[config.mk]
export PLATFORM = sky130hd
export DESIGN_NAME = rgb565_blend_entry_alu
export DESIGN_NICKNAME = d
export VERILOG_FILES = /design/src/hdl/rbe_pkg.sv /design/src/hdl/rgb565_blend_entry_alu.sv
export SDC_FILE = /design/constraint.sdc
export NUM_CORES = 2
export LEC_CHECK = 0
export ABC_AREA = 1
export BUFFER_PORTS_ARGS = -buffer_cell sky130_fd_sc_hd__buf_4
export CAP_MARGIN = 20
export CORE_AREA = 2 2 258 260
export CTS_CLUSTER_DIAMETER = 30
export DETAILED_ROUTE_END_ITERATION = 16
export DIE_AREA = 0 0 260 262
export PLACE_DENSITY_LB_ADDON = 0.08
export SLEW_MARGIN = 20
export SYNTH_ARGS = -nofsm -noshare
export SYNTH_HDL_FRONTEND = slang
export SYNTH_SLANG_ARGS = --single-unit
[constraint.sdc]
create_clock -name clock -period 20.9 [get_ports clock]
set_clock_uncertainty 0.15 [all_clocks]
set_input_delay 0 -clock clock [delete_from_list [all_inputs] [get_ports clock]]
set_output_delay 0 -clock clock [all_outputs]
set_load 0.05 [all_outputs]
[src/hdl/rbe_pkg.sv]
package rbe_pkg;

   // Operation codes carried in the request tuser field.
   typedef enum logic [2:0] {
      FUNC_INIT    = 3'd0,
      FUNC_GRAY    = 3'd1,
      FUNC_TRANSL  = 3'd2,
      FUNC_INTENS  = 3'd3,
      FUNC_TINT    = 3'd4,
      FUNC_SWAP    = 3'd5
   } func_type;

   // Grayscale method register codes.
   typedef enum logic [1:0] {
      GRAY_NONE     = 2'd0,
      GRAY_LUMA     = 2'd1,
      GRAY_DESAT    = 2'd2,
      GRAY_MAXIMUM  = 2'd3
   } gray_type;

   // Configuration register indexes.
   localparam logic [2:0] CSR_GRAY_METHOD  = 3'd0;
   localparam logic [2:0] CSR_BLEND_AMOUNT = 3'd1;
   localparam logic [2:0] CSR_TINT_RED     = 3'd2;
   localparam logic [2:0] CSR_TINT_GREEN   = 3'd3;
   localparam logic [2:0] CSR_TINT_BLUE    = 3'd4;

   // RGB565 field layout.
   localparam int RED_SHIFT   = 11;
   localparam int RED_LOSS    = 3;
   localparam int GREEN_SHIFT = 5;
   localparam int GREEN_LOSS  = 2;
   localparam int BLUE_SHIFT  = 0;
   localparam int BLUE_LOSS   = 3;

   // Luminance weights 0.3, 0.59 and 0.11 in Q0.16.
   localparam logic [15:0] COEF_R = 16'd19661;
   localparam logic [15:0] COEF_G = 16'd38666;
   localparam logic [15:0] COEF_B = 16'd7209;

   // 1.0 in Q4.8.
   localparam logic [11:0] AMOUNT_ONE = 12'd256;

   localparam int REQ_DATA_W = 48;
   localparam int RSP_DATA_W = 32;

   // Widen one color field of a pixel to 8 bits.
   function automatic logic [7:0] chan_get(input logic [15:0] pix, input int shift,
                                           input int loss);
      logic [15:0] t;
      t = (pix >> shift) & (16'h00FF >> loss);
      chan_get = 8'(t << loss);
   endfunction

   // Narrow an 8-bit-scale value back into its field, saturating on request.
   function automatic logic [15:0] chan_put(input logic [11:0] v, input int shift,
                                            input int loss, input logic sat);
      logic [7:0]  field;
      logic [7:0]  bits;
      logic [15:0] w;
      field = 8'hFF >> loss;
      if (sat && (v > 12'd255)) begin
         bits = field;
      end else begin
         bits = 8'(v >> loss) & field;
      end
      w = 16'(bits);
      chan_put = w << shift;
   endfunction

   // Pack three channel values into an RGB565 word.
   function automatic logic [15:0] pack(input logic [11:0] r, input logic [11:0] g,
                                        input logic [11:0] b, input logic sat);
      pack = chan_put(r, RED_SHIFT, RED_LOSS, sat) |
             chan_put(g, GREEN_SHIFT, GREEN_LOSS, sat) |
             chan_put(b, BLUE_SHIFT, BLUE_LOSS, sat);
   endfunction

   // Channel times a Q4.8 factor, truncated.
   function automatic logic [11:0] scale(input logic [7:0] c, input logic [11:0] f);
      logic [19:0] p;
      p = 20'(c) * 20'(f);
      scale = p[19:8];
   endfunction

   // Mix of tint and source channel, a + inv = 1.0.
   function automatic logic [11:0] tint_mix(input logic [8:0] a, input logic [8:0] inv,
                                            input logic [7:0] t, input logic [7:0] c);
      logic [17:0] s;
      s = 18'(a) * 18'(t) + 18'(inv) * 18'(c);
      tint_mix = 12'(s[17:8]);
   endfunction

   // Luminance term: channel times a Q0.16 weight, truncated.
   function automatic logic [8:0] luma_term(input logic [7:0] c, input logic [15:0] k);
      logic [23:0] p;
      p = 24'(c) * 24'(k);
      luma_term = 9'(p[23:16]);
   endfunction

endpackage

[src/hdl/rgb565_blend_entry_alu.sv]
// RGB565 blend table entry ALU. One request word carries an operation in
// req_tuser and the entry index plus the current source and destination
// entries in req_tdata; one response word returns both updated entries.
// The block accepts one word every clock cycle while the response side is
// not stalled; each word passes through the input register and then the
// result register, with all channel arithmetic done between the two.
// Either side may stall at any time; the pipeline holds up to two words.
// Configuration writes are taken in any cycle (csr_ready is always high)
// and should be issued only while no words are in flight.
module rgb565_blend_entry_alu (
   input  logic                             clock,
   input  logic                             reset,
   // Request channel.
   input  logic                             req_tvalid,
   output logic                             req_tready,
   // tdata, lowest bit up: pixel_index[15:0], src_entry[15:0], dst_entry[15:0]
   input  logic [rbe_pkg::REQ_DATA_W-1:0]   req_tdata,
   // tuser: func[2:0]
   input  logic [2:0]                       req_tuser,
   // Response channel.
   output logic                             rsp_tvalid,
   input  logic                             rsp_tready,
   // tdata, lowest bit up: new_src[15:0], new_dst[15:0]
   output logic [rbe_pkg::RSP_DATA_W-1:0]   rsp_tdata,
   // Configuration write channel.
   input  logic                             csr_valid,
   output logic                             csr_ready,
   input  logic [2:0]                       csr_index,
   input  logic [11:0]                      csr_data
);
   import rbe_pkg::*;

   logic        gray_method_ff;
   logic [1:0]  gray_sel_ff;
   logic [11:0] amount_ff;
   logic [7:0]  tint_r_ff;
   logic [7:0]  tint_g_ff;
   logic [7:0]  tint_b_ff;

   logic        in_valid_ff;
   logic [2:0]  func_ff;
   logic [15:0] idx_ff;
   logic [15:0] src_ff;
   logic [15:0] dst_ff;

   logic        out_valid_ff;
   logic [15:0] new_src_ff;
   logic [15:0] new_dst_ff;

   logic        out_load;
   logic        in_load;
   logic [15:0] new_src_in;
   logic [15:0] new_dst_in;

   logic [8:0]  amt_a;
   logic [8:0]  amt_inv;
   logic [7:0]  ir, ig, ib;
   logic [7:0]  sr, sg, sb;
   logic [7:0]  mx, mn;
   logic [8:0]  y;
   logic [11:0] y_ext;

   // Configuration registers.
   assign csr_ready = 1'b1;

   always_ff @(posedge clock) begin
      if (reset) begin
         gray_method_ff <= 1'b1;
         gray_sel_ff    <= GRAY_LUMA;
         amount_ff      <= AMOUNT_ONE;
         tint_r_ff      <= '0;
         tint_g_ff      <= '0;
         tint_b_ff      <= '0;
      end else if (csr_valid && csr_ready) begin
         case (csr_index)
            CSR_GRAY_METHOD: begin
               gray_sel_ff    <= csr_data[1:0];
               gray_method_ff <= (csr_data[1:0] != GRAY_NONE);
            end
            CSR_BLEND_AMOUNT: amount_ff <= csr_data;
            CSR_TINT_RED:     tint_r_ff <= csr_data[7:0];
            CSR_TINT_GREEN:   tint_g_ff <= csr_data[7:0];
            CSR_TINT_BLUE:    tint_b_ff <= csr_data[7:0];
            default: ;
         endcase
      end
   end

   // Pipeline flow: the result register frees when its word is taken, and
   // the input register moves forward whenever the result register frees.
   assign out_load   = !out_valid_ff || rsp_tready;
   assign in_load    = !in_valid_ff || out_load;
   assign req_tready = in_load;

   always_ff @(posedge clock) begin
      if (reset) begin
         in_valid_ff <= 1'b0;
      end else if (in_load) begin
         in_valid_ff <= req_tvalid;
      end
   end

   always_ff @(posedge clock) begin
      if (in_load && req_tvalid) begin
         func_ff <= req_tuser;
         idx_ff  <= req_tdata[15:0];
         src_ff  <= req_tdata[31:16];
         dst_ff  <= req_tdata[47:32];
      end
   end

   // Widened channels and clamped blend amount.
   always_comb begin
      amt_a   = (amount_ff > AMOUNT_ONE) ? 9'(AMOUNT_ONE) : amount_ff[8:0];
      amt_inv = 9'(AMOUNT_ONE) - amt_a;
      ir = chan_get(idx_ff, RED_SHIFT, RED_LOSS);
      ig = chan_get(idx_ff, GREEN_SHIFT, GREEN_LOSS);
      ib = chan_get(idx_ff, BLUE_SHIFT, BLUE_LOSS);
      sr = chan_get(src_ff, RED_SHIFT, RED_LOSS);
      sg = chan_get(src_ff, GREEN_SHIFT, GREEN_LOSS);
      sb = chan_get(src_ff, BLUE_SHIFT, BLUE_LOSS);
   end

   // Gray value from the index pixel.
   always_comb begin
      mx = (ir > ig) ? ir : ig;
      if (ib > mx) begin
         mx = ib;
      end
      mn = (ir < ig) ? ir : ig;
      if (ib < mn) begin
         mn = ib;
      end
      case (gray_sel_ff)
         GRAY_LUMA:    y = luma_term(ir, COEF_R) + luma_term(ig, COEF_G) +
                           luma_term(ib, COEF_B);
         GRAY_DESAT:   y = 9'((10'(mx) + 10'(mn)) >> 1);
         GRAY_MAXIMUM: y = 9'(mx);
         default:      y = '0;
      endcase
      y_ext = 12'(y);
   end

   // Operation select.
   always_comb begin
      new_src_in = src_ff;
      new_dst_in = dst_ff;
      case (func_ff)
         FUNC_INIT: begin
            new_src_in = idx_ff;
            new_dst_in = '0;
         end
         FUNC_GRAY: begin
            if (gray_method_ff) begin
               new_src_in = pack(y_ext, y_ext, y_ext, 1'b0);
               new_dst_in = '0;
            end
         end
         FUNC_TRANSL: begin
            new_src_in = pack(scale(sr, 12'(amt_inv)), scale(sg, 12'(amt_inv)),
                              scale(sb, 12'(amt_inv)), 1'b0);
            new_dst_in = pack(scale(ir, 12'(amt_a)), scale(ig, 12'(amt_a)),
                              scale(ib, 12'(amt_a)), 1'b0);
         end
         FUNC_INTENS: begin
            new_src_in = pack(scale(sr, amount_ff), scale(sg, amount_ff),
                              scale(sb, amount_ff), 1'b1);
         end
         FUNC_TINT: begin
            new_src_in = pack(tint_mix(amt_a, amt_inv, tint_r_ff, sr),
                              tint_mix(amt_a, amt_inv, tint_g_ff, sg),
                              tint_mix(amt_a, amt_inv, tint_b_ff, sb), 1'b1);
         end
         FUNC_SWAP: begin
            new_src_in = dst_ff;
            new_dst_in = src_ff;
         end
         default: ;
      endcase
   end

   // Result register.
   always_ff @(posedge clock) begin
      if (reset) begin
         out_valid_ff <= 1'b0;
      end else if (out_load) begin
         out_valid_ff <= in_valid_ff;
      end
   end

   always_ff @(posedge clock) begin
      if (out_load && in_valid_ff) begin
         new_src_ff <= new_src_in;
         new_dst_ff <= new_dst_in;
      end
   end

   assign rsp_tvalid = out_valid_ff;
   assign rsp_tdata  = {new_dst_ff, new_src_ff};

endmodule

==> out/results.tsv <==
metric	value	unit
drv_cap	0	
hpwl	81000	um
cp_common_cell	sky130_fd_sc_hd__inv_1	
grt_first_pass_wirelength	160000	um
cts-resized-gates	0	
synth_xor_area_share	2.06	%
timing.critical_path.slowest_stage_cell	sky130_fd_sc_hd__inv_2	
wl_per_cell	19.7	um
io_buffers	104	
leakage	18.5	nW
endpoint_type_of_the_worst_setup_path	register	
clkPwrFrac	17.9	%
floorplan.initialDensity	47.5	%
synth.lib_cells_used.distinct	57	
gpl.final_weighted_congestion	0.964	
mappedNetlistArea	31000	sq um
worst-endpoint-required	21.00	ns
core.rowCount	94	
ir_drop_worst_case_vdd	0.0735	mV
routed_wirelength	103000	um
drtAntennaViolNets	0	
postSynthAreaPerCell	7.35	sq um
critical_path_peak_fanout	33	
globalRouteOverflowTotal	0	
worst_skew_pair.late_latency	0.51	ns
switching_share	52.8	%
first_pass_iters	6	
topRoutingLayerUsed	met5	
placed_cells	5096	
cts.clk_slew.worst_paths	0.08	ns
timing.final.max_slew_violations	0	
floorplan.die.height	262	um
hold_violations	0	
route.layer.met1.wl	45500	um
grt_max_degree	38	
worst_slew_margin_rel	33.8	%
detailedRoute.firstIterationViolations	2157	
synth-compound-area-share	7.95	%
comb_power_share	64.7	%
via_per_inst	5.36	
tritoncts	built	
hold_class	input pin to register	
area_fraction_in_and_or_nand_and_nor_cells_after_synthesis	23.2	%
worst_setup_path_start_kind	register	
clock-sinks	124	
crit_type	register to register	
htreeDepth	4	
cellPowerDensity	52.4	nW/um^2
grtUsageTotal	31.2	%
max_root_sink_buffers	2	
final_layout_size_suffix_gt1_share	5.76	%
number_of_design_rule_violations_left_after_detail_routing	0	
layout_commonest_cell	sky130_fd_sc_hd__nand2_1	
post_dp_cell_area	32700	sq um
area_delta_synth_final	9.55	%
root_buffer_cell	sky130_fd_sc_hd__clkbuf_16	
run_status	finished clean	
max_freq	96.8	MHz
first_global_vias	27600	
post_cts_setup_driven_buffer_insertion_count	0	
die_width	260	um
core-area	65300	sq um
wl_met2	45000	um
grt_antenna_before_repair	5	
dr_total_vias	27900	
synth.mux.area_fraction	0	%
synth-seq-area-share	10.7	%
crit_family	adder cells	
yosys_warnings	0	
critPathBufInv	8	
power.internal	0.841	mW
period_minus_slack	10.33	ns
finish.cell_count_without_fillers	5202	
layout.cells.most_common_list	sky130_fd_sc_hd__nand2_1 (1033), sky130_fd_sc_hd__inv_1 (853), sky130_fd_sc_hd__fa_1 (416)	
min_period_over_period	49.4	%
met3_wirelength	8180	um
synthCells	4219	
cts-buffers-inserted	17	
critical-path-max-stage-delay	0.89	ns
rsz0062_at_grt	no	
total_switching_power	0.940	mW
synthAdderAreaFrac	43.5	%
nNetsFinal	5224	
final_core_utilization	52.1	%
boundaryPins	106	
synth_top_family_by_area	adder cells	
die-area	68100	sq um
seq_power_share	17.3	%
timing_worst_slew_pin_value	0.991	ns
final_area	34000	sq um
power	1.78	mW
setup_viol	0	
yosys_reg_bits	124	
arrival	10.43	ns
cts_hold_buffers	73	
timing.setup.tns	0	ns
[layer usage]
metal / up-vias / GRT usage (%)
li1: 13200 / -
met1: 13500 / 43.1
met2: 967 / 49.0
met3: 177 / 5.67
met4: 6 / 11.6
met5: - / 0
[flip-flops by register name, summed over array words and instances, names as in the netlist, 3 cells and up]
register,count
src_ff,16
tint_r_ff,8
amount_ff,12
tint_g_ff,8
new_src_ff,16
func_ff,3
tint_b_ff,8
new_dst_ff,16
idx_ff,16
dst_ff,16
[Yosys cell counts (all sizes together)]
master	instances	area share [%]
a2111oi	1	0.028
a211oi	3	0.073
a21boi	6	0.15
a21o	9	0.22
a21oi	236	3.8
a221oi	6	0.17
a22oi	5	0.12
a31o	2	0.056
a31oi	3	0.081
and2	3	0.061
and3	1	0.020
buf	60	0.97
clkbuf	81	0.98
clkinv	10	0.12
conb	1	0.012
dfxtp	41	2.6
edfxtp	83	8.0
fa	416	27
ha	413	17
inv	868	11
nand2	1040	13
nand3	148	2.4
nand3b	31	0.75
nand4	50	1.1
nor2	408	5.4
nor3	14	0.26
nor3b	1	0.024
nor4	17	0.34
o2111ai	6	0.17
o211ai	9	0.22
o21a	8	0.19
o21ai	145	2.4
o21bai	10	0.24
o22ai	2	0.040
or2	10	0.20
xnor2	33	0.93
xor2	39	1.1
[final cells by class]
type                            instances  area, sq um
Sequential cell                       124         3310
Inverter                              878         3300
Antenna cell                            1         2.50
Clock inverter                         15          151
Multi-Input combinational cell       3077        23800
Timing Repair Buffer                  226         1880
Fill cell                            6594        31300
Tap cell                              864         1080
Clock buffer                           17          425
[metrics by stage]
| stage | setup slack (ns) | hold slack [ns] |
|---|---|---|
| global route | 9.93 | 0.0534 |
| finish | 10.57 | 0.0509 |
| floorplan | 12.58 | -0.0809 |
| global placement | 10.88 | 0.0278 |
| detailed placement | 10.70 | 0.0293 |
| CTS | 10.68 | 0.0200 |
[path summary, 6_finish.rpt]
kind | slack [ns] | start | to | cells after the start
max | 10.57 | amount_ff[11] | new_src_ff[9] | 37
min | 0.05 | req_tdata[5] | idx_ff[5] | 2
max reg2reg | 10.57 | amount_ff[11] | new_src_ff[9] | 37
min reg2reg | 0.39 | in_valid_ff | rsp_tvalid | 2
[cells by family after synthesis]
group                      after synthesis
adders and majority gates              829
DFF                                    124
and+or+nand+nor                       1723
xor gates and xnor gates                72
other                                    1
buffers and inverters                 1019
AOI/OAI and AO/OA                      451
[power by group through the flow]
stage	Sequential, mW	Combinational (mW)	Clock (mW)
after floorplan	0.316	0.774	0
after global placement	0.314	1.12	0
after detailed placement	0.314	1.13	0
after CTS	0.309	1.15	0.326
after global routing	0.311	1.29	0.331
final	0.309	1.15	0.319
Power figures use the tool's default switching activity.
